`src/rtl/yuv_color_tolerance_mask_defines.svh`:
```
// -----------------------------------------------------------------------------
// yuv_color_tolerance_mask_defines.svh
// Assertion macros shared by the color key mask RTL.
// -----------------------------------------------------------------------------
`ifndef YUV_COLOR_TOLERANCE_MASK_DEFINES_SVH
`define YUV_COLOR_TOLERANCE_MASK_DEFINES_SVH

// Same-cycle implication, disabled while reset is asserted.
`define YCTM_ASSERT_NOW(label, clk, rst_n, ante, cons) \
    label: assert property (@(posedge clk) disable iff (!(rst_n)) (ante) |-> (cons)) \
        else $error("yctm assertion failed");

// Next-cycle implication, disabled while reset is asserted.
`define YCTM_ASSERT_NEXT(label, clk, rst_n, ante, cons) \
    label: assert property (@(posedge clk) disable iff (!(rst_n)) (ante) |=> (cons)) \
        else $error("yctm assertion failed");

`endif

```
`src/rtl/yctm_pkg.sv`:
```
// -----------------------------------------------------------------------------
// yctm_pkg
// Types and constants of the color key mask chain.
// -----------------------------------------------------------------------------
package yctm_pkg;

    localparam int MAX_COLORS = 16;
    localparam int CELL_IDX_W = (MAX_COLORS > 1) ? $clog2(MAX_COLORS) : 1;

    localparam int SAMPLE_W = 16;
    localparam int TOL_W    = 16;
    localparam int ACT_W    = 5;
    localparam int ENTRY_W  = 4;
    localparam int CFG_IDX_W  = 2;
    localparam int CFG_DATA_W = 16;

    // Width that holds a cell number, an entry index and the active count.
    localparam int CMP_W = (CELL_IDX_W > ACT_W) ? CELL_IDX_W : ACT_W;

    localparam logic MODE_LOAD     = 1'b0;
    localparam logic MODE_CLASSIFY = 1'b1;

    localparam logic [CFG_IDX_W-1:0] CFG_LUMA_TOL   = 2'd0;
    localparam logic [CFG_IDX_W-1:0] CFG_CHROMA_TOL = 2'd1;
    localparam logic [CFG_IDX_W-1:0] CFG_ACTIVE     = 2'd2;
    localparam logic [CFG_IDX_W-1:0] CFG_WIDE       = 2'd3;

    localparam logic [SAMPLE_W-1:0] FULL_NARROW = 16'h00FF;
    localparam logic [SAMPLE_W-1:0] FULL_WIDE   = 16'hFFFF;

    localparam logic [TOL_W-1:0] LUMA_TOL_RST   = 16'd10;
    localparam logic [TOL_W-1:0] CHROMA_TOL_RST = 16'd5;

    typedef struct packed {
        logic [TOL_W-1:0] luma_tol;
        logic [TOL_W-1:0] chroma_tol;
        logic [ACT_W-1:0] active;
        logic             wide;
    } t_cfg;

    // Word handed from cell to cell.
    typedef struct packed {
        logic                valid;
        logic                mode;
        logic [ENTRY_W-1:0]  idx;
        logic [SAMPLE_W-1:0] y;
        logic [SAMPLE_W-1:0] u;
        logic [SAMPLE_W-1:0] v;
        logic                hit_y;
        logic                hit_u;
        logic                hit_v;
    } t_cell_word;

    typedef struct packed {
        logic [SAMPLE_W-1:0] y;
        logic [SAMPLE_W-1:0] u;
        logic [SAMPLE_W-1:0] v;
    } t_color;

    function automatic logic [SAMPLE_W-1:0] abs_gap(input logic [SAMPLE_W-1:0] a,
                                                    input logic [SAMPLE_W-1:0] b);
        abs_gap = (a > b) ? (a - b) : (b - a);
    endfunction

endpackage

```
`src/rtl/yctm_cell.sv`:
```
// -----------------------------------------------------------------------------
// yctm_cell
// One key color entry plus one pipeline stage of the compare chain.
// -----------------------------------------------------------------------------
module yctm_cell import yctm_pkg::*; (
    input  logic                  i_clk,
    input  logic                  i_rst_n,
    input  logic                  i_adv,
    input  t_cfg                  i_cfg,
    input  logic [CELL_IDX_W-1:0] i_cell_idx,
    input  t_cell_word            i_word,
    output t_cell_word            o_word
);

    t_color     r_entry;
    t_cell_word r_word;
    t_cell_word n_word;

    logic [CMP_W-1:0]    cell_ext;
    logic                enabled;
    logic                wr_hit;
    logic [SAMPLE_W-1:0] smask;
    logic [SAMPLE_W-1:0] py, pu, pv, cy, cu, cv;

    always_comb begin
        cell_ext = CMP_W'(i_cell_idx);
        enabled  = cell_ext < CMP_W'(i_cfg.active);
        wr_hit   = i_adv && i_word.valid && (i_word.mode == MODE_LOAD)
                   && (CMP_W'(i_word.idx) == cell_ext);
        smask    = i_cfg.wide ? FULL_WIDE : FULL_NARROW;
        py = i_word.y & smask;
        pu = i_word.u & smask;
        pv = i_word.v & smask;
        cy = r_entry.y & smask;
        cu = r_entry.u & smask;
        cv = r_entry.v & smask;

        // Fold this entry's match into the flags carried by the word.
        n_word = i_word;
        n_word.hit_y = i_word.hit_y || (enabled && (abs_gap(py, cy) < i_cfg.luma_tol));
        n_word.hit_u = i_word.hit_u || (enabled && (abs_gap(pu, cu) < i_cfg.chroma_tol));
        n_word.hit_v = i_word.hit_v || (enabled && (abs_gap(pv, cv) < i_cfg.chroma_tol));
    end

    always_ff @(posedge i_clk) begin
        if (!i_rst_n) begin
            r_entry      <= '0;
            r_word.valid <= 1'b0;
        end else begin
            if (wr_hit) begin
                r_entry.y <= i_word.y;
                r_entry.u <= i_word.u;
                r_entry.v <= i_word.v;
            end
            if (i_adv) begin
                r_word <= n_word;
            end
        end
    end

    assign o_word = r_word;

endmodule

```
`config.mk`:
```
export PLATFORM = sky130hd
export DESIGN_NAME = yctm_cell
export DESIGN_NICKNAME = d
export VERILOG_FILES = /design/src/rtl/yuv_color_tolerance_mask_defines.svh /design/src/rtl/yctm_pkg.sv /design/src/rtl/yctm_cell.sv
export SDC_FILE = /design/constraint.sdc
export NUM_CORES = 1
export LEC_CHECK = 0
export ABC_AREA = 1
export BUFFER_PORTS_ARGS = -buffer_cell sky130_fd_sc_hd__buf_4
export CAP_MARGIN = 20
export CORE_ASPECT_RATIO = 1.25
export CORE_UTILIZATION = 61
export CTS_BUF_LIST = sky130_fd_sc_hd__clkbuf_8
export CTS_CLUSTER_SIZE = 14
export DETAILED_ROUTE_END_ITERATION = 10
export HOLD_SLACK_MARGIN = 0.03
export PLACE_DENSITY_LB_ADDON = 0.12
export SYNTH_ARGS = -nofsm -noshare
export SYNTH_HDL_FRONTEND = slang
export SYNTH_SLANG_ARGS = --single-unit
```
`constraint.sdc`:
```
create_clock -name i_clk -period 4.4 [get_ports i_clk]
set_input_delay 0.44 -clock i_clk [delete_from_list [all_inputs] [get_ports i_clk]]
set_output_delay 0.44 -clock i_clk [all_outputs]
set_load 0.02 [all_outputs]
```
==> results.md, run 1 <==
- Run status: finished clean
- Worst path slowest cell: ha_1
- Clock Path Buffers: 2
- RD Place Congestion: 0.965
- Site Rows: 54
- Pre-antenna DRT Iters: 7
- # Post-CTS Setup Buffers: 0
- Cell count along the critical path: 20
- Initial DRC count: 646
- Remaining Overflow, GRT: 0
- Crit-path max FO: 48
- Avg WL per Cell: 14.2 um
- R2R Path End: o_word[2]
- Slew HR: 40.4%
- Die Span X: 123 um
- Cell count after synthesis: 1739
- Netlist cell types: 41
- HP Class: in2reg
- Crit path from: i_cfg[0]
- Post-route cell area: 12500 um2
- Total GRT Usage: 32.1%
- Synth Area in Simple Gates: 32.8%
- Worst-case vdd ir drop: 0.169 mV
- Port-buffer cells: 158
- Most common cell after layout, fill and taps aside: nand2_1
- Fillcell total: 1617
- CTS tree: done
- Critical R2R Launch: r_entry[32]
- Layout cells sized above 1: 12.4%
- Syn Nets: 1988
- Antenna cell count: 0
- Power Dens Cells: 223 nW/um2
- Synth Area in XOR/XNOR: 3.24%
- Final hold violations: 0
- Yosys warnings: 0
- Crit path DAT: 3.50 ns
- CP Capture Point: o_word[2]
- Reg clk slew, reported paths: 0.13 ns
- Critical Path RT: 4.57 ns
- CP Class: in2reg
- Core Area: 17600 um2
- Post-synthesis sequential area ratio: 24.0%
- Fin crit period: 3.33 ns
- EDFF count, synth: 56
- Post_cts resized: 0
- Netlist Area Pre-Place: 11100 um2
- Crit. End Element: register
- Most used cell, CP: nand2_1
- IO Count: 159
- Inserted Clock Buffers: 9
- Vias post-DR: 11000
- H-tree depth: 3
- Synth Area in Compound Gates: 9.04%
- Initial Util: 62.9%
- Antenna Nets Post-Route: 0
- Commonest cells after routing, fill and taps aside: nand2_1, inv_1, buf_4
- Worst slew pin tran: 0.892 ns
- Hold bufs inserted after CTS: 0
- Reg2Reg Depth: 21
- Largest net degree at the start of global routing: 51
- First-pass GRT wire length: 47.9 mm
- Period utilisation layout: 75.8%
- Reg-to-reg slack, setup: 1.14 ns
- Crit path cell chain: buf_4 -> nand2_1 -> ha_1 -> nand2_1 -> nor2_1 -> nand2_2 -> clkinv_1 -> nand2_2 -> a21oi_2 -> nand2_1 -> nand2_1 -> inv_1 -> ha_1 -> nand2_1 -> o21ai_0 -> nand2_1 -> nand3_1 -> nor2_1 -> nand2_1 -> nand2_1
- Clk sinks: 105
- Vias per cell: 5.27
- Predominant post-synthesis flop cell: edfxtp_1
- Post-synthesis mux area share: 0%
- Static leakage: 0.00712 uW
- Detailed-route DRC error count: 0
- Clk_lat worst skew: 0.41 ns
- Max-slew violation count: 0
- Die footprint: 18700 um2
- Final setup TNS: 0 ns
- Largest family of logic cells by synthesized area: simple AND/OR/NAND/NOR gates
- Die Height: 153 um
- Crit-path max cell delay: 0.45 ns
- Final setup fails: 0
- CP Launch Type: input pin
- Root Buffer: clkbuf_8
- Synthesis-to-layout area growth: 12.9%
- Clk_skew: 0.0126 ns
- Final net count: 2116
- Unrepaired setup endpoints after global routing: false
- Hold Slack: 0.217 ns
- Initial antenna violation count: 0
- MaxCap Viol Count: 0
- Post-synth ARST share: 0%
- FF+latch count, synth: 105
- Worst Path Buf+Inv: 3
- Max frequency: 0.300 GHz
- HPWL after DPL: 24.0 mm
- Syn_area_per_cell: 6.37 um2
- Post-Synth Adder-Cell Area: 17.0%
- Area after DPL: 12300 um2
- Routed wire length: 29.7 mm
- Crit path max-delay family: simple AND/OR/NAND/NOR gates
- Vias in the first global route: 10800
==> power by group <==
group	internal (uW)	leakage [uW]	switching [uW]
combinational	405	0.00610	649
sequential	1080	0.000920	13.8
clock	222	0.0000978	427
==> layer usage <==
layer / part of all wire, % / GRT usage, %
met1: 40 / 34.9
met2: 51 / 60.0
met3: 4.8 / 3.71
met4: 4.3 / 15.6
met5: 0 / 0
==> registers in the layout, summed over array words and instances, names as in the netlist <==
signal,flops
o_word,57
r_entry,48
==> cells in the mapped netlist (2+ instances only) <==
cell	number	share of area [%]
a211oi_1	3	0.20
a21oi_1	91	4.1
a21oi_2	6	0.47
and2_1	7	0.40
and3_1	2	0.11
buf_1	3	0.10
buf_2	13	0.59
buf_4	6	0.41
buf_6	4	0.41
clkbuf_1	14	0.47
clkbuf_2	2	0.090
clkinv_1	3	0.10
dfxtp_1	49	8.8
edfxtp_1	56	15
fa_1	6	1.1
ha_1	141	16
inv_1	335	11
inv_2	7	0.24
nand2_1	588	20
nand2_2	20	1.1
nand2_4	2	0.20
nand3_1	108	4.9
nand3_2	3	0.27
nand3b_1	2	0.14
nand4_1	22	1.2
nor2_1	106	3.6
nor2_2	4	0.23
nor2_4	4	0.41
nor3_1	5	0.23
o21ai_0	64	2.9
o21ai_1	7	0.32
o21ai_2	8	0.63
xnor2_1	19	1.5
xor2_1	22	1.7
==> worst register-to-register path, cell delays in order (launching register included) <==
cell and delay, ns:
dfxtp_1 0.35, ha_1 0.14, inv_1 0.08, fa_1 0.48, nand3_1 0.13, nand3_1 0.13
nand2_1 0.12, nand2_2 0.09, nand2_2 0.08, nand2_1 0.08, nand2_4 0.23, nand2_1 0.10
nand2_1 0.07, inv_1 0.04, ha_1 0.28, nand2_1 0.06, o21ai_0 0.21, nand2_1 0.09
nand3_1 0.07, nor2_1 0.04, nand2_1 0.10, nand2_1 0.05
==> per-stage QoR <==
stage / setup WS [ns] / power, uW / util [%] / std cells
2_1_floorplan: 1.05 / 1850 / - / 1739
3_3_place_gp: 0.760 / 2130 / 69.9 / 2080
3_5_place_dp: 0.625 / 2160 / 69.9 / 2080
4_1_cts: 1.05 / 2790 / 71.0 / 2096
5_1_grt: 0.682 / 2970 / 71.0 / 2096
6_report: 1.07 / 2790 / 71.0 / 2096
==> how the worst min path moves through the flow <==
stage / end / cells past startpoint / from / slack [ns]
after CTS: o_word[53] / 1 / i_word[53] / 0.21
after global placement: r_entry[30] / 2 / r_entry[30] / 0.46
after global routing: o_word[55] / 1 / i_word[55] / 0.20
after detailed placement: o_word[56] / 2 / o_word[56] / 0.47
final: o_word[17] / 1 / i_word[17] / 0.22
after floorplan: r_entry[0] / 2 / r_entry[0] / 0.45
==> kinds of logic (layout without fill, tap and decap cells) <==
logic type / after synthesis / count (layout)
compound gates: 184 / 184
xor+xnor: 41 / 41
buf+inv: 388 / 521
simple gates: 874 / 874
flops: 105 / 105
fa+ha+maj: 147 / 147
==> final cells by class <==
class	instances	area (um2)	share of cell area (%)
multi-input combinational	1246	6880	55.0
sequential	105	2660	21.3
timing repair buffer	160	1200	9.60
clock inverter	7	71.3	0.570
inverter	345	1290	10.3
clock buffer	9	124	0.990
tap	224	280	2.24
(Power assumes the default switching activity.)
==> run 2: changes to the inputs <==
==> constraint.sdc (replaced) <==
create_clock -name i_clk -period 3.3 [get_ports i_clk]
set_input_delay 0.33 -clock i_clk [delete_from_list [all_inputs] [get_ports i_clk]]
set_output_delay 0.33 -clock i_clk [all_outputs]
set_load 0.02 [all_outputs]
==> results.md, run 2 (same netlist as run 1, synthesis figures left out) <==
- H-tree depth: 3
- Critical R2R Launch: r_entry[32]
- Crit path from: r_entry[32]
- Most common cell after layout, fill and taps aside: nand2_1
- Worst slew pin tran: 0.801 ns
- Port-buffer cells: 158
- Run status: finished clean
- Final setup TNS: 0 ns
- Reg clk slew, reported paths: 0.14 ns
- Final non-filler cell total: 2194
- Synthesis-to-layout area growth: 19.9%
- Layout cells sized above 1: 16.9%
- Power Dens Cells: 291 nW/um2
- Detailed-route DRC error count: 0
- Crit. End Element: register
- Critical Path RT: 3.58 ns
- Clk_lat worst skew: 0.43 ns
- Max reg flops: 57
- Unrepaired setup endpoints after global routing: false
- Die Span X: 123 um
- CTS tree: done
- Final hold violations: 0
- MaxCap Viol Count: 0
- Final core occ: 75.4%
- Inserted Clock Buffers: 9
- CP Launch Type: register
- Die footprint: 18700 um2
- Fin crit period: 3.07 ns
- First-pass GRT wire length: 48.9 mm
- Vias per cell: 5.13
- Remaining Overflow, GRT: 0
- Routed wire length: 30.1 mm
- Max-slew violation count: 0
- Total GRT Usage: 32.8%
- HPWL after DPL: 24.3 mm
- Area after DPL: 13100 um2
- Final net count: 2214
- Static leakage: 0.00759 uW
- Pre-antenna DRT Iters: 5
- Worst-case vdd ir drop: 0.225 mV
- Crit path DAT: 3.35 ns
- Post-route cell area: 13300 um2
- Period utilisation layout: 93.1%
- Vias in the first global route: 11100
- CP Class: reg2reg
- Vias post-DR: 11300
- Clock Path Buffers: 2
- R2R Path End: o_word[2]
- Antenna Nets Post-Route: 0
- Clk sinks: 105
- Antenna cell count: 0
- Max frequency: 0.326 GHz
- CP Capture Point: o_word[2]
- Largest net degree at the start of global routing: 73
- Avg WL per Cell: 13.7 um
- Clk_skew: 0.0255 ns
- RD Place Congestion: 0.977
- Dpl cells: 2174
- Reg2Reg Depth: 21
- Site Rows: 54
- Core Area: 17600 um2
- Final Power: 3870 uW
- Initial Util: 62.9%
- Hold path depth: 1
- Initial antenna violation count: 0
- Reg-to-reg slack, setup: 0.23 ns
- IO Count: 159
- HP Class: in2reg
- Min-delay src: i_word[55]
- Die Height: 153 um
- Root Buffer: clkbuf_8
- Commonest cells after routing, fill and taps aside: nand2_1, inv_1, buf_4
- Final setup fails: 0
- Slew HR: 46.6%
- Initial DRC count: 583
- Crit-path max FO: 16
## run 2: final cells by class
cell class                      instances  area (um2)
Fill cell                            1494        4340
Multi-Input combinational cell       1246        6890
Tap cell                              224         280
Clock inverter                          7        66.3
Sequential cell                       105        2660
Clock buffer                            9         124
Inverter                              345        1290
Timing Repair Buffer                  258        1970
## run 2: per-layer routing
metal	GRT usage, %	part of all wire (%)	up-vias	wire length [um]
li1	-	-	5824	-
met4	16.5	4.2	0	1270
met3	3.74	4.7	84	1420
met2	60.5	51	335	15400
met5	0	0	-	0
met1	36.1	40	5022	12000
## run 2: critical path: stages (launching register included)
cell	delay, ns
dfxtp_1	0.36
ha_1	0.14
inv_1	0.10
fa_1	0.43
nand3_1	0.11
nand3_1	0.10
nand2_1	0.11
nand2_2	0.09
nand2_2	0.08
nand2_1	0.08
nand2_4	0.18
buf_4	0.13
nand2_1	0.04
o21ai_1	0.11
ha_1	0.28
a21oi_1	0.13
nor2_1	0.05
a211oi_1	0.16
nand2_1	0.07
nand2_1	0.06
nand2_1	0.05
nand2_1	0.05
## run 2: stage by stage
step / worst slack (ns) / hold slack (ns)
final: 0.229 / 0.0836
after detailed placement: -0.0768 / 0.468
after global placement: 0.0213 / 0.459
after floorplan: 0.0591 / 0.429
after CTS: 0.223 / 0.0740
after global routing: 0.0117 / 0.0696
## run 2: how the worst min path moves through the flow
stage	endpoint
floorplan	o_word[10]
global placement	o_word[56]
detailed placement	r_entry[6]
CTS	o_word[55]
global route	o_word[55]
finish	o_word[55]
## run 2: report_power, final
group | internal [uW] | switching (uW)
logic | 655 | 891
clock network | 293 | 574
registers | 1430 | 16.9
## run 2: what timing repair did
item	in CTS	in global routing
hold buffers	0	0
endpoints found under the setup margin	0	2
gates resized for setup	0	2
buffers inserted	0	4
==> run 3: changes to the inputs <==
--- a/config.mk
+++ b/config.mk
@@ -13,7 +13,7 @@
 export CTS_BUF_LIST = sky130_fd_sc_hd__clkbuf_8
 export CTS_CLUSTER_SIZE = 14
 export DETAILED_ROUTE_END_ITERATION = 10
-export HOLD_SLACK_MARGIN = 0.03
+export HOLD_SLACK_MARGIN = 0.1
 export PLACE_DENSITY_LB_ADDON = 0.12
 export SYNTH_ARGS = -nofsm -noshare
 export SYNTH_HDL_FRONTEND = slang
==> results.md, run 3 (same netlist as run 1, synthesis figures left out) <==
- Area after DPL: 13100 um2
- IO Count: 159
- Final hold violations: 0
- Root Buffer: clkbuf_8
- Synthesis-to-layout area growth: 23.4%
- Run status: finished clean
- Crit-path max FO: 9
- Commonest cells after routing, fill and taps aside: nand2_1, inv_1, buf_4
- Antenna cell count: 0
- CP Capture Point: o_word[2]
- Clk_skew: 0.0186 ns
- Initial DRC count: 549
- Critical R2R Launch: r_entry[32]
- Period utilisation layout: 95.9%
- Worst-case vdd ir drop: 0.229 mV
- Clk_lat worst skew: 0.42 ns
- Power Dens Cells: 288 nW/um2
- Critical Path RT: 3.47 ns
- Slew HR: 47.3%
- Max reg flops: 57
- Antenna Nets Post-Route: 0
- Initial Util: 62.9%
- Port-buffer cells: 158
- Site Rows: 54
- R2R Path End: o_word[2]
- Static leakage: 0.00768 uW
- Pre-antenna DRT Iters: 5
- Reg2Reg Depth: 21
- Die Height: 153 um
- Die Span X: 123 um
- MaxCap Viol Count: 0
- Initial antenna violation count: 0
- Detailed-route DRC error count: 0
- Fin crit period: 3.16 ns
- Crit. End Element: register
- Vias per cell: 5.17
- CP Class: in2reg
- Clock Path Buffers: 2
- H-tree depth: 3
- Crit path from: i_word[37]
- HP Class: in2reg
- Reg clk slew, reported paths: 0.12 ns
- Clk sinks: 105
- Post-route cell area: 13700 um2
- Core Area: 17600 um2
- Inserted Clock Buffers: 9
- Total GRT Usage: 33.4%
- Vias in the first global route: 11300
- Final net count: 2233
- Vias post-DR: 11400
- Unrepaired setup endpoints after global routing: true
- Setup WS post-layout: 0.137 ns
- Max frequency: 0.316 GHz
- Min-delay src: i_word[29]
- Worst slew pin tran: 0.789 ns
- CP Launch Type: input pin
- Area occupied by registers: 2660 um2
- Most common cell after layout, fill and taps aside: nand2_1
- Max-slew violation count: 0
- Met2 usage: 61.6%
- Final core occ: 77.6%
- Multi-input gate area: 7090 um2
- Busiest grt layer: met2
- Routed wire length: 31.2 mm
- Reg-to-reg slack, setup: 0.21 ns
- GR Util met3: 3.56%
- Remaining Overflow, GRT: 0
- Routing usage on met1: 36.8%
- Die footprint: 18700 um2
- First-pass GRT wire length: 49.7 mm
- Final setup fails: 0
- Crit path DAT: 3.34 ns
- HPWL after DPL: 24.3 mm
- Pre-CTS setup slack: -0.0768 ns
- CTS tree: done
- RD Place Congestion: 0.977
- Fillcell total: 1401
- Layout cells sized above 1: 18.0%
- Largest net degree at the start of global routing: 73
- Avg WL per Cell: 14.1 um
-- run 3: stage by stage --
stage | power [uW] | hold WS, ns | instances | TNS (ns)
floorplan | 2460 | 0.429 | 1739 | 0
CTS | 3870 | 0.101 | 2210 | 0
detailed placement | 3000 | 0.468 | 2174 | -0.0993
finish | 3930 | 0.114 | 2213 | 0
global route | 4180 | 0.102 | 2213 | -0.0357
global placement | 2960 | 0.459 | 2174 | 0
-- run 3: report_power, final --
group          internal (uW)  switching, uW
clock                    294            578
sequential              1430           18.0
combinational            688            922
-- run 3: metal layers --
layer,up-vias,part of all wire [%]
met2,367,51
met3,94,5.0
met5,-,0
met4,0,4.6
li1,5864,-
met1,5111,39
-- run 3: worst min path at each step --
stage                 endpoint  slack (ns)  depth (start not counted)
finish              o_word[29]        0.11                          1
global route        o_word[28]        0.10                          1
CTS                 o_word[48]        0.10                          1
detailed placement  r_entry[6]        0.47                          2
global placement    o_word[56]        0.46                          2
floorplan           o_word[10]        0.43                          0
-- run 3: cell type report --
class | count | share of cell area (%)
Multi-Input combinational cell | 1247 | 51.8
Sequential cell | 105 | 19.5
Timing Repair Buffer | 276 | 15.8
Inverter | 345 | 9.47
Tap cell | 224 | 2.05
Clock buffer | 9 | 0.906
Clock inverter | 7 | 0.485
-- run 3: critical path, cell delays in order --
cell and delay [ns]:
dlygate4sd3_1 0.54, buf_4 0.12, inv_1 0.06, ha_4 0.30, nand2_1 0.09, inv_1 0.11
nand4_1 0.23, nor2_2 0.28, inv_2 0.10, nand2_4 0.13, nand2_1 0.07, nand2_1 0.07
inv_1 0.04, ha_1 0.29, nand2_1 0.08, o21ai_0 0.17, nand2_1 0.07, nand3_1 0.08
nor2_1 0.04, nand2_1 0.09, nand2_1 0.04
-- run 3: what timing repair did --
action                                  CTS  global route
hold endpoints to repair                 20             0
endpoints found under the setup margin    0             3
buffers inserted                          0             2
hold buffers                             20             0
resized for setup                         0            41
